$ cat src/hdl/mcg_pkg.sv
`timescale 1ns / 1ps
// ----------------------------------------------------------------------------
// mcg_pkg: shared types, constants and tables of the month calendar grid
// Holds the queue entry type, the Zeller constants and the month tables.
// ----------------------------------------------------------------------------
package mcg_pkg;

  // Input and output field widths.
  localparam int YearW  = 14;
  localparam int MonthW = 4;
  localparam int DayW   = 5;

  // Internal widths.
  localparam int ShiftYearW = 15;  // year plus 400 reaches 16783
  localparam int CellW      = 6;   // grid cell index, 0..41
  localparam int ColW       = 3;   // weekday column, 0..6
  localparam int SumW       = 11;  // Zeller sum before the mod 7, up to 1038

  // Month range.
  localparam logic [MonthW-1:0] MonthJan = 4'd1;
  localparam logic [MonthW-1:0] MonthFeb = 4'd2;
  localparam logic [MonthW-1:0] MonthDec = 4'd12;

  // Divide by 100: multiply by 5243 and shift right by 19 (exact up to 16783).
  localparam logic [12:0] CentRecip = 13'd5243;
  localparam int          CentShift = 19;
  // Divide by 7: multiply by 2341 and shift right by 14 (exact up to 1038).
  localparam logic [11:0] WeekRecip = 12'd2341;
  localparam int          WeekShift = 14;

  // Last column of a row (Saturday) and the last cell index of 4, 5 and 6 rows.
  localparam logic [ColW-1:0]  LastCol     = 3'd6;
  localparam logic [CellW-1:0] LastCell4   = 6'd27;
  localparam logic [CellW-1:0] LastCell5   = 6'd34;
  localparam logic [CellW-1:0] LastCell6   = 6'd41;
  localparam logic [CellW-1:0] FourRowSpan = 6'd28;
  localparam logic [CellW-1:0] FiveRowSpan = 6'd35;

  // Default depth of the queue between front and back.
  localparam int QueueDepthDef = 2;

  // One laid-out month waiting for the back part.
  typedef struct packed {
    logic [ColW-1:0] lead;  // weekday of day 1, 0 is Sunday
    logic [DayW-1:0] len;   // days in the month
  } mcg_entry_t;

  // Write request from the front part into the queue.
  typedef struct packed {
    logic       valid;
    mcg_entry_t entry;
  } mcg_push_t;

  // Days in a month of a common year.
  function automatic logic [DayW-1:0] month_len(input logic [MonthW-1:0] month);
    logic [DayW-1:0] len;
    case (month)
      4'd1:    len = 5'd31;
      4'd2:    len = 5'd28;
      4'd3:    len = 5'd31;
      4'd4:    len = 5'd30;
      4'd5:    len = 5'd31;
      4'd6:    len = 5'd30;
      4'd7:    len = 5'd31;
      4'd8:    len = 5'd31;
      4'd9:    len = 5'd30;
      4'd10:   len = 5'd31;
      4'd11:   len = 5'd30;
      4'd12:   len = 5'd31;
      default: len = 5'd0;
    endcase
    return len;
  endfunction

  // Month term floor(26 * (m + 1) / 10), with January and February as 13 and 14.
  function automatic logic [5:0] month_term(input logic [MonthW-1:0] month);
    logic [5:0] term;
    case (month)
      4'd1:    term = 6'd36;
      4'd2:    term = 6'd39;
      4'd3:    term = 6'd10;
      4'd4:    term = 6'd13;
      4'd5:    term = 6'd15;
      4'd6:    term = 6'd18;
      4'd7:    term = 6'd20;
      4'd8:    term = 6'd23;
      4'd9:    term = 6'd26;
      4'd10:   term = 6'd28;
      4'd11:   term = 6'd31;
      4'd12:   term = 6'd33;
      default: term = 6'd0;
    endcase
    return term;
  endfunction

endpackage

$ cat src/hdl/mcg_front.sv
`timescale 1ns / 1ps
// ----------------------------------------------------------------------------
// mcg_front: weekday and month length of each requested month
// A three-stage pipeline: shift the year, divide by 100, form the Zeller sum
// and the month length. The mod 7 is taken on the way into the queue.
// ----------------------------------------------------------------------------
module mcg_front
  import mcg_pkg::*;
(
  input  logic              clk,
  input  logic              rst_n,
  input  logic              in_push,
  output logic              in_full,
  input  logic [YearW-1:0]  in_year,
  input  logic [MonthW-1:0] in_month,
  output mcg_push_t         q_push,
  input  logic              q_full
);

  logic                  adv;
  logic                  month_ok;
  logic [ShiftYearW-1:0] yy_in;

  logic                  v1_r, v2_r, v3_r;
  logic [ShiftYearW-1:0] yy1_r, yy2_r;
  logic [MonthW-1:0]     month1_r, month2_r;
  logic [27:0]           prod2_r;
  logic [SumW-1:0]       sum3_r;
  logic [DayW-1:0]       len3_r;

  logic [7:0]            cent2;
  logic [ShiftYearW-1:0] rem_full;
  logic [6:0]            rem2;
  logic [11:0]           cent_term;
  logic [8:0]            rem_term;
  logic [SumW-1:0]       sum_nxt;
  logic [6:0]            rem_y;
  logic [1:0]            cent_y;
  logic                  leap;
  logic [DayW-1:0]       len_nxt;
  logic [22:0]           week_prod;
  logic [7:0]            weeks;
  logic [SumW-1:0]       lead_full;

  // The whole pipeline holds while its last stage waits on a full queue.
  assign adv     = !(v3_r && q_full);
  assign in_full = !adv;

  // Months outside 1..12 give no cells and are dropped here.
  assign month_ok = (in_month >= MonthJan) && (in_month <= MonthDec);
  assign yy_in    = (in_month <= MonthFeb) ? ShiftYearW'(in_year) + 15'd399
                                           : ShiftYearW'(in_year) + 15'd400;

  // Stage valid bits.
  always_ff @(posedge clk) begin
    if (!rst_n) begin
      v1_r <= 1'b0;
      v2_r <= 1'b0;
      v3_r <= 1'b0;
    end else if (adv) begin
      v1_r <= in_push && month_ok;
      v2_r <= v1_r;
      v3_r <= v2_r;
    end
  end

  // Century and remainder of the shifted year, Zeller sum and leap rule.
  always_comb begin
    cent2     = prod2_r[CentShift+7:CentShift];
    rem_full  = yy2_r - ShiftYearW'(16'(cent2) * 16'd100);
    rem2      = rem_full[6:0];
    cent_term = (12'(cent2) * 12'd21) >> 2;
    rem_term  = (9'(rem2) * 9'd5) >> 2;
    sum_nxt   = SumW'(cent_term) + SumW'(rem_term) + SumW'(month_term(month2_r));
    // For February the shifted year is the year plus 399; step back to the year.
    rem_y     = (rem2 == 7'd99) ? 7'd0 : rem2 + 7'd1;
    cent_y    = cent2[1:0] + ((rem2 == 7'd99) ? 2'd1 : 2'd0);
    leap      = ((rem_y != 7'd0) && (rem_y[1:0] == 2'd0)) ||
                ((rem_y == 7'd0) && (cent_y == 2'd0));
    len_nxt   = month_len(month2_r) +
                (((month2_r == MonthFeb) && leap) ? 5'd1 : 5'd0);
  end

  // Pipeline payload.
  always_ff @(posedge clk) begin
    if (adv) begin
      yy1_r    <= yy_in;
      month1_r <= in_month;
      prod2_r  <= 28'(yy1_r) * 28'(CentRecip);
      yy2_r    <= yy1_r;
      month2_r <= month1_r;
      sum3_r   <= sum_nxt;
      len3_r   <= len_nxt;
    end
  end

  // Weekday of day 1 is the Zeller sum mod 7.
  always_comb begin
    week_prod          = 23'(sum3_r) * 23'(WeekRecip);
    weeks              = week_prod[WeekShift+7:WeekShift];
    lead_full          = sum3_r - SumW'(11'(weeks) * 11'd7);
    q_push.valid       = v3_r;
    q_push.entry.lead  = lead_full[ColW-1:0];
    q_push.entry.len   = len3_r;
  end

endmodule

$ cat src/hdl/mcg_queue.sv
`timescale 1ns / 1ps
// ----------------------------------------------------------------------------
// mcg_queue: short queue of laid-out months
// Circular buffer between the front and back parts.
// ----------------------------------------------------------------------------
module mcg_queue
  import mcg_pkg::*;
#(
  parameter int QUEUE_DEPTH = QueueDepthDef
) (
  input  logic       clk,
  input  logic       rst_n,
  input  mcg_push_t  q_push,
  output logic       q_full,
  input  logic       q_pop,
  output logic       q_empty,
  output mcg_entry_t q_head
);

  localparam int PtrW = (QUEUE_DEPTH > 1) ? $clog2(QUEUE_DEPTH) : 1;
  localparam int CntW = $clog2(QUEUE_DEPTH + 1);
  localparam logic [PtrW-1:0] LastPtr = PtrW'(QUEUE_DEPTH - 1);
  localparam logic [CntW-1:0] FullCnt = CntW'(QUEUE_DEPTH);

  mcg_entry_t      store_r [QUEUE_DEPTH];
  logic [PtrW-1:0] wr_ptr_r, rd_ptr_r;
  logic [CntW-1:0] count_r;
  logic            wr_en, rd_en;

  assign q_full  = (count_r == FullCnt);
  assign q_empty = (count_r == '0);
  assign wr_en   = q_push.valid && !q_full;
  assign rd_en   = q_pop && !q_empty;
  assign q_head  = store_r[rd_ptr_r];

  // Pointers and fill count.
  always_ff @(posedge clk) begin
    if (!rst_n) begin
      wr_ptr_r <= '0;
      rd_ptr_r <= '0;
      count_r  <= '0;
    end else begin
      if (wr_en) begin
        wr_ptr_r <= (wr_ptr_r == LastPtr) ? '0 : wr_ptr_r + PtrW'(1);
      end
      if (rd_en) begin
        rd_ptr_r <= (rd_ptr_r == LastPtr) ? '0 : rd_ptr_r + PtrW'(1);
      end
      if (wr_en && !rd_en) begin
        count_r <= count_r + CntW'(1);
      end else if (rd_en && !wr_en) begin
        count_r <= count_r - CntW'(1);
      end
    end
  end

  // Entry storage.
  always_ff @(posedge clk) begin
    if (wr_en) begin
      store_r[wr_ptr_r] <= q_push.entry;
    end
  end

endmodule

$ cat src/hdl/mcg_back.sv
`timescale 1ns / 1ps
// ----------------------------------------------------------------------------
// mcg_back: cell sequencer of the grid
// Walks the cells of one month, one cell per item taken, and loads the next
// month from the queue as the last cell leaves.
// ----------------------------------------------------------------------------
module mcg_back
  import mcg_pkg::*;
(
  input  logic            clk,
  input  logic            rst_n,
  input  logic            q_empty,
  input  mcg_entry_t      q_head,
  output logic            q_pop,
  output logic            empty,
  input  logic            pop,
  output logic [DayW-1:0] out_day_number,
  output logic            out_row_end,
  output logic            out_last
);

  logic             active_r;
  logic [CellW-1:0] cell_r;
  logic [ColW-1:0]  col_r;
  logic [ColW-1:0]  lead_r;
  logic [DayW-1:0]  len_r;
  logic [CellW-1:0] last_idx_r;

  logic             at_last;
  logic             take;
  logic             load;
  logic [CellW-1:0] span;
  logic [CellW-1:0] last_idx_nxt;
  logic [CellW-1:0] offs;

  assign empty   = !active_r;
  assign at_last = (cell_r == last_idx_r);
  assign take    = pop && active_r;
  assign load    = !q_empty && (!active_r || (take && at_last));
  assign q_pop   = load;

  // Grid length in whole weeks: four, five or six rows.
  always_comb begin
    span = CellW'(q_head.lead) + CellW'(q_head.len);
    if (span <= FourRowSpan) begin
      last_idx_nxt = LastCell4;
    end else if (span <= FiveRowSpan) begin
      last_idx_nxt = LastCell5;
    end else begin
      last_idx_nxt = LastCell6;
    end
  end

  // Cell counter and month registers.
  always_ff @(posedge clk) begin
    if (!rst_n) begin
      active_r <= 1'b0;
      cell_r   <= '0;
      col_r    <= '0;
    end else if (load) begin
      active_r <= 1'b1;
      cell_r   <= '0;
      col_r    <= '0;
    end else if (take) begin
      if (at_last) begin
        active_r <= 1'b0;
      end else begin
        cell_r <= cell_r + CellW'(1);
        col_r  <= (col_r == LastCol) ? '0 : col_r + ColW'(1);
      end
    end
  end

  always_ff @(posedge clk) begin
    if (load) begin
      lead_r     <= q_head.lead;
      len_r      <= q_head.len;
      last_idx_r <= last_idx_nxt;
    end
  end

  // Day in the current cell, blank before day 1 and after the last day.
  always_comb begin
    offs = cell_r - CellW'(lead_r);
    if ((cell_r >= CellW'(lead_r)) && (offs < CellW'(len_r))) begin
      out_day_number = offs[DayW-1:0] + DayW'(1);
    end else begin
      out_day_number = '0;
    end
    out_row_end = (col_r == LastCol);
    out_last    = at_last;
  end

endmodule

$ cat src/hdl/month_calendar_grid.sv
`timescale 1ns / 1ps
// ----------------------------------------------------------------------------
// month_calendar_grid: Sunday-first calendar grid of one Gregorian month
//
//   channel  | handshake          | payload
//   ---------+--------------------+---------------------------------------
//   input    | push / full        | in_year, in_month
//   result   | pop / empty        | out_day_number, out_row_end, out_last
//
// Each month in 1..12 gives 28, 35 or 42 cells, one per cycle while pop is
// high; the back cell counter sets that rate. A push passes the front stages
// and the queue before its first cell. Months outside 1..12 give no cells.
// The front and back stall apart through a QUEUE_DEPTH-entry queue.
// Reset is synchronous and leaves the block empty.
// ----------------------------------------------------------------------------
module month_calendar_grid
  import mcg_pkg::*;
#(
  parameter int QUEUE_DEPTH = QueueDepthDef
) (
  input  logic              clk,
  input  logic              rst_n,
  input  logic              push,
  output logic              full,
  input  logic [YearW-1:0]  in_year,
  input  logic [MonthW-1:0] in_month,
  output logic              empty,
  input  logic              pop,
  output logic [DayW-1:0]   out_day_number,
  output logic              out_row_end,
  output logic              out_last
);

  mcg_push_t  q_push;
  logic       q_full;
  logic       q_pop;
  logic       q_empty;
  mcg_entry_t q_head;

  // Weekday and month length.
  mcg_front u_front (
    .clk      (clk),
    .rst_n    (rst_n),
    .in_push  (push),
    .in_full  (full),
    .in_year  (in_year),
    .in_month (in_month),
    .q_push   (q_push),
    .q_full   (q_full)
  );

  // Queue between the two parts.
  mcg_queue #(
    .QUEUE_DEPTH (QUEUE_DEPTH)
  ) u_queue (
    .clk     (clk),
    .rst_n   (rst_n),
    .q_push  (q_push),
    .q_full  (q_full),
    .q_pop   (q_pop),
    .q_empty (q_empty),
    .q_head  (q_head)
  );

  // Cell sequencer.
  mcg_back u_back (
    .clk            (clk),
    .rst_n          (rst_n),
    .q_empty        (q_empty),
    .q_head         (q_head),
    .q_pop          (q_pop),
    .empty          (empty),
    .pop            (pop),
    .out_day_number (out_day_number),
    .out_row_end    (out_row_end),
    .out_last       (out_last)
  );

  // The grid always ends on a Saturday.
  a_last_row_end: assert property (@(posedge clk) disable iff (!rst_n)
    (!empty && out_last) |-> out_row_end)
    else $error("last cell of a grid is not in the Saturday column");

  // The final cell is blank or holds the last day of a month.
  a_last_day: assert property (@(posedge clk) disable iff (!rst_n)
    (!empty && out_last) |-> (out_day_number == 5'd0 || out_day_number >= 5'd28))
    else $error("final cell holds a day that cannot end a month");

  // A queue entry is only taken by the back part when it is present.
  a_pop_nonempty: assert property (@(posedge clk) disable iff (!rst_n)
    q_pop |-> !q_empty)
    else $error("back part took an item from an empty queue");

  // Reset leaves no result waiting.
  a_reset_empty: assert property (@(posedge clk)
    !rst_n |=> empty)
    else $error("result side not empty after reset");

endmodule
$ cat config.mk
export PLATFORM = sky130hd
export DESIGN_NAME = month_calendar_grid
export DESIGN_NICKNAME = d
export VERILOG_FILES = /design/src/hdl/mcg_pkg.sv /design/src/hdl/mcg_front.sv /design/src/hdl/mcg_queue.sv /design/src/hdl/mcg_back.sv /design/src/hdl/month_calendar_grid.sv
export SDC_FILE = /design/constraint.sdc
export NUM_CORES = 1
export LEC_CHECK = 0
export BUFFER_PORTS_ARGS = -buffer_cell sky130_fd_sc_hd__buf_2
export CAP_MARGIN = 15
export CORE_MARGIN = 2
export CORE_UTILIZATION = 35
export DETAILED_ROUTE_END_ITERATION = 8
export MAX_ROUTING_LAYER = met4
export PLACE_DENSITY = 0.48
export RECOVER_POWER = 25
export SLEW_MARGIN = 5
export SYNTH_ARGS = -nofsm -noshare
export SYNTH_HDL_FRONTEND = slang
export SYNTH_SLANG_ARGS = --single-unit
$ cat constraint.sdc
create_clock -name clk -period 8.7 [get_ports clk]
set_clock_uncertainty 0.15 [all_clocks]
set_input_delay 0.435 -clock clk [delete_from_list [all_inputs] [get_ports clk]]
set_output_delay 0.435 -clock clk [all_outputs]
set_load 0.1 [all_outputs]
==> results.json, run 1 <==
{
  "status": "finished, final reports clean",
  "min_path_type": "input pin to flop",
  "grt_start_max_net_pins": 59,
  "required_ps": 8640,
  "first_global_vias": 7401,
  "die_area_um2": 33300,
  "n_antenna_cell": 0,
  "cts_buffer_depth": 2,
  "syn-num-nets": 1371,
  "clock_sinks": 109,
  "insertion_delay_ps": 360,
  "setup_violations": 0,
  "placeableCoreArea_um2": 31500,
  "synth_edf_count": 82,
  "track_usage": 0.133,
  "dr.pass1.iters": 4,
  "yosysSeqAreaShare": 0.270,
  "gr-total-overflow": 0,
  "yosysWarnings": 0,
  "synthCells": 1037,
  "place_congestion": 0.780,
  "syn_area_um2": 11100,
  "cp-start-kind": "flop",
  "async_reset_ff_frac": 0,
  "nets": 1404,
  "syn2layout_area_growth_pct": 8.01,
  "io_pins": 31,
  "final_cell_mix": "inv_1 (221), ha_1 (214), fa_1 (98)",
  "cts_resized": 0,
  "synth-seq-cells": 109,
  "place.port_buffers": 30,
  "max-cap-violations": 0,
  "crit_chain": "ha_1 > ha_1 > inv_1 > fa_1 > inv_1 > ha_1 > fa_1 > ha_1 > and3_1 > a221oi_2 > o21ai_1 > a21oi_4 > xnor2_1 > mux2_1 > fa_1 > xnor2_1 > xnor2_1 > xnor2_1 > nor3_1 > nor2_1 > nand4_1",
  "die-width_um": 182,
  "mostFrequentLayoutCell": "inv_1",
  "cts-root-buf": "clkbuf_16",
  "max_freq_mhz": 169,
  "path_buf_inv": 2,
  "drc_errors": 0,
  "arrival_ps": 5860,
  "cp_slowest_cell": "fa_1",
  "htree_levels": 3,
  "postRouteAntennaNets": 0,
  "cp_max_fo": 6,
  "die_h_um": 182,
  "setup_tns_ps": 0,
  "dr_total_vias": 6796,
  "rsz0062_at_grt": "false",
  "rows": 65,
  "cp_slowest_stage_delay_ps": 490,
  "synth_cell_type_count": 69,
  "vias_per_cell": 4.60,
  "fin_crit_sh": 0.681,
  "antenna_found_initial": 0,
  "path_class": "flop to flop",
  "wl_per_cell_um": 13.3,
  "path_delay_family": "adder cells",
  "clkTransAtPathRegs_ps": 80,
  "fillCellCount": 3143,
  "syn_avg_cell_area_um2": 10.7,
  "hold_buffers": 0,
  "relSlewSlack": 0.0760,
  "critPathCaptureType": "flop",
  "worst_pin_slew_ps": 1380,
  "synth_top_flop_cell": "edfxtp_1",
  "timing.final.crit_period_ps": 5920,
  "grt_pass1_wl_um": 34900,
  "numCtsBuffers": 9,
  "cts_setup_buffers": 0,
  "initial_utilization": 0.354,
  "hold_violations": 0,
  "finalWirelength_um": 19700,
  "drive_above_1_share": 0.0567,
  "tritoncts": "yes",
  "drt_iter0_drc": 169,
  "maxSlewViolCount": 0,
  "place_hpwl_um": 16700
}
## state kept, by name, summed over array words and instances (netlist names), 2 cells and up, named ones only
signal             count
u_queue.store_r       16
u_front.yy1_r         15
u_front.sum3_r        11
u_front.prod2_r        9
u_back.cell_r          6
u_front.yy2_r          6
u_back.len_r           5
u_front.len3_r         5
u_back.last_idx_r      4
u_front.month1_r       4
u_front.month2_r       4
u_back.col_r           3
u_back.lead_r          3
u_queue.count_r        2
## cell usage after synthesis, drive strengths merged (5+ instances only)
| cell | number | area, um^2 |
|---|---|---|
| inv | 222 | 838 |
| a21oi | 39 | 206 |
| and2 | 6 | 37.5 |
| nor2 | 44 | 168 |
| nor2b | 8 | 50.1 |
| a21o | 11 | 82.6 |
| xnor2 | 58 | 523 |
| and3 | 6 | 37.5 |
| dfxtp | 27 | 541 |
| ha | 214 | 2680 |
| a21boi | 7 | 52.6 |
| a31oi | 5 | 46.3 |
| fa | 98 | 1960 |
| nand3 | 14 | 70.1 |
| o21ai | 22 | 110 |
| xor2 | 23 | 201 |
| nand4 | 9 | 62.6 |
| buf | 5 | 32.5 |
| nand2 | 43 | 166 |
| mux2i | 9 | 103 |
| mux2 | 9 | 101 |
| o21bai | 6 | 45.0 |
| edfxtp | 82 | 2460 |
| nor3 | 15 | 91.3 |
## final cells by class
type / count / area (um^2) / share of cell area
multi-input combinational: 697 / 7230 / 0.601
sequential: 109 / 3000 / 0.250
timing repair buffer: 31 / 151 / 0.0126
inverter: 222 / 838 / 0.0697
clock buffer: 9 / 225 / 0.0187
clock inverter: 7 / 78.8 / 0.00655
tap: 402 / 503 / 0.0418
## path summary, 6_finish.rpt
check	from	to	slack [ps]	depth (start not counted)
max	u_front.sum3_r[8]	u_queue.store_r[1][7]	2780	21
min	in_month[2]	u_front.month1_r[2]	200	1
max reg2reg	u_front.sum3_r[8]	u_queue.store_r[1][7]	2780	21
min reg2reg	u_front.len3_r[4]	u_queue.store_r[1][4]	290	0
## routing by layer
layer	GRT usage	wire length, um
met1	0.154	8630
met2	0.247	10500
met3	0.0180	366
met4	0.0261	199
met5	-	0
## kinds of logic (layout without fill, tap and decap cells)
kind of cell / count (synthesis) / count (layout) / share of synthesized area
buf+inv: 231 / 269 / 0.0797
simple gates: 166 / 166 / 0.0764
mux: 18 / 18 / 0.0183
flops: 109 / 109 / 0.270
xor+xnor: 81 / 81 / 0.0651
fa+ha+maj: 313 / 313 / 0.418
compound gates: 119 / 119 / 0.0734
## stage by stage
step           setup slack, ps  hold slack [ps]  area, um^2  instances  utilization
2_1_floorplan             3110              271       11100       1037            -
3_3_place_gp              2840              272       11700       1461        0.373
3_5_place_dp              2780              283       11700       1461        0.373
4_1_cts                   2760              164       12100       1477        0.383
5_1_grt                   2390              218       12000       1477        0.382
6_report                  2780              201       12000       1477        0.382
Power of run 1 is not shown: default switching activity piles up to over one toggle a cycle in this logic, so the estimate is an artifact.
==> inputs of run 2 (changes only) <==
PLACE_DENSITY = 0.5   (was 0.48)
clock period = 5.2 ns   (was 8.7 ns; I/O delays follow)
==> run 2 against run 1 <==
Compared with the run above: design area rose by 6.0%; fmax rose by 8.6%; wire length rose by 2.6%; via count rose by 4.5%; critical path depth did not move; the run now ends with setup timing left; global-route usage barely moved; utilization rose by 2.3 points; final cell count rose by 4.7%; sequential share of layout area fell by 1.4 points; critical endpoint unchanged; count of clock-buffer cells in the layout did not move.
==> results.json, run 2 (synthesis results as in run 1) <==
{
  "status": "finished, violations left",
  "failed_checks": "setup timing",
  "drc_errors": 0,
  "die_area_um2": 33300,
  "path_class": "flop to flop",
  "place.port_buffers": 30,
  "reg2reg_depth": 21,
  "dr.pass1.iters": 4,
  "relSlewSlack": 0.152,
  "regArea_um2": 3000,
  "antenna_found_initial": 0,
  "holdWs_ps": 17.7,
  "dr_total_vias": 7102,
  "initial_utilization": 0.354,
  "rows": 65,
  "finalWirelength_um": 20200,
  "largest_registers": "u_queue.store_r: 16 flops, u_front.yy1_r: 15 flops, u_front.sum3_r: 11 flops",
  "fillCellCount": 3093,
  "cts-root-buf": "clkbuf_16",
  "place_hpwl_um": 17000,
  "worst_pin_slew_ps": 1260,
  "die_h_um": 182,
  "placeableCoreArea_um2": 31500,
  "drt_iter0_drc": 155,
  "critPathCaptureType": "flop",
  "clkTransAtPathRegs_ps": 80,
  "rsz0062_at_grt": "true",
  "holdPathStages": 3,
  "maxSlewViolCount": 0,
  "arrival_ps": 5400,
  "grt_pass1_wl_um": 34700,
  "min_to": "u_front.v1_r",
  "max-cap-violations": 0,
  "insertion_delay_ps": 370,
  "max_freq_mhz": 183,
  "multiInputGateArea_um2": 7430,
  "cp-start-kind": "flop",
  "wl_per_cell_um": 13.0,
  "reg2reg_slack_ps": -250,
  "syn2layout_area_growth_pct": 14.5,
  "cts_buffer_depth": 2,
  "min-delay-start": "push",
  "fin_crit_sh": 1.05,
  "nets": 1474,
  "mostFrequentLayoutCell": "inv_1",
  "gr-total-overflow": 0,
  "vias_per_cell": 4.59,
  "largest_reg_flops": 16,
  "cp_max_fo": 5,
  "clock_sinks": 109,
  "final_cell_mix": "inv_1 (216), ha_1 (206), fa_1 (96)",
  "htree_levels": 3,
  "postRouteAntennaNets": 0,
  "layout_setup_ws_ps": -254,
  "top_register": "u_queue.store_r",
  "setup_violations": 2,
  "hold_violations": 0,
  "track_usage": 0.133,
  "drive_above_1_share": 0.131,
  "timing.rr.start": "u_front.sum3_r[10]",
  "place_congestion": 0.787,
  "required_ps": 5140,
  "timing.final.crit_period_ps": 5450,
  "first_global_vias": 7487,
  "grt_start_max_net_pins": 58,
  "io_pins": 31,
  "tritoncts": "yes",
  "die-width_um": 182,
  "startpoint": "u_front.sum3_r[10]",
  "n_antenna_cell": 0,
  "numCtsBuffers": 9,
  "min_path_type": "input pin to flop",
  "r2r_end": "u_queue.store_r[1][7]"
}
run 2: cell types whose count changed in the layout (fill, tap and decap cells not counted), sizes merged:
| cell | change |
|---|---|
| clkinv | -1 |
| dlygate4sd3 | +4 |
| buf | +59 |
| clkbuf | +7 |
| clkinvlp | +1 |
run 2: metal layers:
metal	GRT usage	part of all wire	wire (um)
met1	0.153	0.44	8930
met2	0.247	0.54	10800
met3	0.0210	0.013	271
met4	0.0268	0.0085	171
met5	-	0	0
run 2: area by class of cell:
class                           instances  share of cell area
Clock buffer                            9              0.0177
Tap cell                              402              0.0395
Multi-Input combinational cell        697               0.583
Clock inverter                          7             0.00716
Inverter                              222              0.0655
Sequential cell                       109               0.236
Timing Repair Buffer                  101              0.0521
run 2: worst max-delay path by stage:
stage / end / slack, ps / depth (start not counted)
4_1_cts: u_queue.store_r[1][7] / -280 / 21
3_5_place_dp: u_queue.store_r[1][7] / -310 / 21
5_1_grt: u_queue.store_r[1][7] / -470 / 21
2_1_floorplan: u_queue.store_r[0][7] / -90 / 21
6_report: u_queue.store_r[1][7] / -250 / 21
3_3_place_gp: u_queue.store_r[0][7] / -210 / 21
run 2: critical path: stages, from the launching register on:
cell,delay (ps)
edfxtp_1,400
ha_1,320
ha_1,290
inv_2,40
fa_1,490
inv_2,50
ha_4,200
fa_1,530
ha_4,220
and3_4,160
a221oi_4,270
o21ai_2,100
a21oi_4,200
xnor2_2,150
mux2_4,330
fa_2,370
xnor2_2,160
xnor2_2,160
xnor2_2,180
and3_1,180
mux2i_1,120
nand4_1,120
run 2: what timing repair did:
action | CTS | global route
resized for setup | 3 | 25
hold buffers | 4 | 0
pin swaps | 2 | 18
setup endpoints to repair | 3 | 9
setup buffers | 2 | 15
hold endpoints to repair | 4 | 0
run 2: stage by stage:
step | cell area, um^2 | TNS (ps) | setup slack (ps) | util | std cells
finish | 12700 | -509 | -254 | 0.405 | 1547
CTS | 12500 | -555 | -277 | 0.398 | 1532
floorplan | 11200 | -178 | -89.2 | - | 1037
global route | 12700 | -976 | -473 | 0.405 | 1547
global placement | 12200 | -414 | -207 | 0.386 | 1510
detailed placement | 12200 | -630 | -314 | 0.386 | 1510
Power of run 2 is left out for the same reason.
==> inputs of run 3 (changes only) <==
CORE_ASPECT_RATIO = 0.6   (was not set)
GPL_TIMING_DRIVEN = 0   (was not set)
TNS_END_PERCENT = 30   (was not set)
==> run 3 against run 2 <==
Compared with the run above: the run still ends with setup timing left; sequential cell count did not move; critical path depth did not move; non-clock buffer count fell by 13; via count fell by 1.5%; design area fell by 0.41%; critical endpoint unchanged; largest cell class unchanged; highest routed layer unchanged.
==> results.json, run 3 (synthesis results as in run 1) <==
{
  "status": "finished, violations left",
  "failed_checks": "setup timing",
  "layout_setup_ws_ps": -349,
  "cp_slowest_stage_delay_ps": 490,
  "initial_utilization": 0.357,
  "dr.pass1.iters": 4,
  "place_congestion": 0.780,
  "max_freq_mhz": 180,
  "postRouteAntennaNets": 0,
  "final_cell_mix": "inv_1 (215), ha_1 (203), fa_1 (94)",
  "min_path_type": "input pin to flop",
  "tritoncts": "yes",
  "hold_violations": 0,
  "path_class": "flop to flop",
  "setup_tns_ps": -688,
  "clock_sinks": 109,
  "vias_per_cell": 4.52,
  "relSlewSlack": 0.0707,
  "placeableCoreArea_um2": 31200,
  "die_area_um2": 33300,
  "fin_crit_sh": 1.07,
  "finalWirelength_um": 20700,
  "drt_iter0_drc": 200,
  "drive_above_1_share": 0.126,
  "clkTransAtPathRegs_ps": 80,
  "syn2layout_area_growth_pct": 14.0,
  "rsz0062_at_grt": "true",
  "drc_errors": 0,
  "numCtsBuffers": 9,
  "antenna_found_initial": 0,
  "path_delay_family": "adder cells",
  "grt_start_max_net_pins": 59,
  "io_pins": 31,
  "arrival_ps": 5500,
  "n_antenna_cell": 0,
  "required_ps": 5150,
  "die_h_um": 142,
  "place_hpwl_um": 17000,
  "startpoint": "u_front.sum3_r[10]",
  "largest_reg_flops": 16,
  "setup_violations": 2,
  "fillCellCount": 3106,
  "cts_buffer_depth": 2,
  "die-width_um": 234,
  "htree_levels": 3,
  "max-cap-violations": 0,
  "cp_max_fo": 5,
  "cp_slowest_cell": "fa_1",
  "largest_registers": "u_queue.store_r: 16 flops, u_front.yy1_r: 15 flops, u_front.sum3_r: 11 flops",
  "worst_pin_slew_ps": 1390,
  "dr_total_vias": 6997,
  "path_buf_inv": 2,
  "mostFrequentLayoutCell": "inv_1",
  "track_usage": 0.137,
  "maxSlewViolCount": 0,
  "cp-start-kind": "flop",
  "cts-root-buf": "clkbuf_16",
  "nets": 1461,
  "top_register": "u_queue.store_r",
  "timing.rr.start": "u_front.sum3_r[10]",
  "first_global_vias": 6917,
  "gr-total-overflow": 0,
  "holdWs_ps": 46.7,
  "min-delay-start": "in_year[13]",
  "timing.final.crit_period_ps": 5550,
  "rows": 50,
  "path_common_cell": "xnor2_2",
  "insertion_delay_ps": 380,
  "place.port_buffers": 29,
  "wl_per_cell_um": 13.3,
  "crit_chain": "ha_4 > ha_4 > inv_2 > fa_1 > inv_2 > ha_4 > fa_1 > ha_1 > and3_1 > a221oi_2 > o21ai_2 > a21oi_4 > xnor2_2 > mux2_4 > fa_2 > xnor2_2 > xnor2_2 > xnor2_2 > and3_1 > mux2i_1 > nand4_1",
  "grt_pass1_wl_um": 34800,
  "critPathCaptureType": "flop"
}
==> run 3: cell types whose count changed in the layout (fill, tap and decap cells not counted), sizes merged <==
| cell | previous run | this run |
|---|---|---|
| clkinvlp | 1 | 2 |
| bufinv | 0 | 1 |
| clkbuf | 21 | 26 |
| buf | 85 | 67 |
| inv | 225 | 224 |
| clkinv | 3 | 2 |
==> run 3: final cells by class <==
cell class,instances,area [um^2],share of cell area
plain buffers,9,50.0,0.00394
clock buffers,9,225,0.0177
clock inverters,7,92.6,0.00729
inverters,222,838,0.0660
multi-input cells,697,7460,0.588
flip-flops and latches,109,3000,0.236
well taps,416,520,0.0410
repair buffers,79,508,0.0400
==> run 3: timing repair <==
action / 4_1_cts / 5_1_grt
setup endpoints to repair: 6 / 10
setup buffers: 8 / 38
hold buffers: 4 / 0
gates resized for setup: 7 / 33
pin swaps: 11 / 31
hold endpoints to repair: 4 / 0
==> run 3: metal layers <==
metal	routed length, um	up-vias	global-route usage
li1	-	3636	-
met1	11500	3291	0.204
met3	661	13	0.0268
met5	0	-	-
met2	8330	57	0.189
met4	195	0	0.0316
==> run 3: stage by stage <==
step	utilization	instances	cell area [um^2]	worst slack, ps
finish	0.407	1548	12700	-349
CTS	0.394	1510	12300	-422
global placement	0.379	1482	11800	-525
floorplan	-	1037	11200	-89.2
detailed placement	0.380	1482	11800	-599
global route	0.407	1548	12700	-604
==> run 3: path summary, 6_finish.rpt <==
path / end / slack [ps] / cells past startpoint
setup / recovery: u_queue.store_r[1][7] / -350 / 21
hold / removal: u_front.yy1_r[13] / 50 / 2
setup reg to reg: u_queue.store_r[1][7] / -350 / 21
hold reg to reg: u_queue.store_r[0][4] / 300 / 0
Power of run 3 is left out for the same reason.
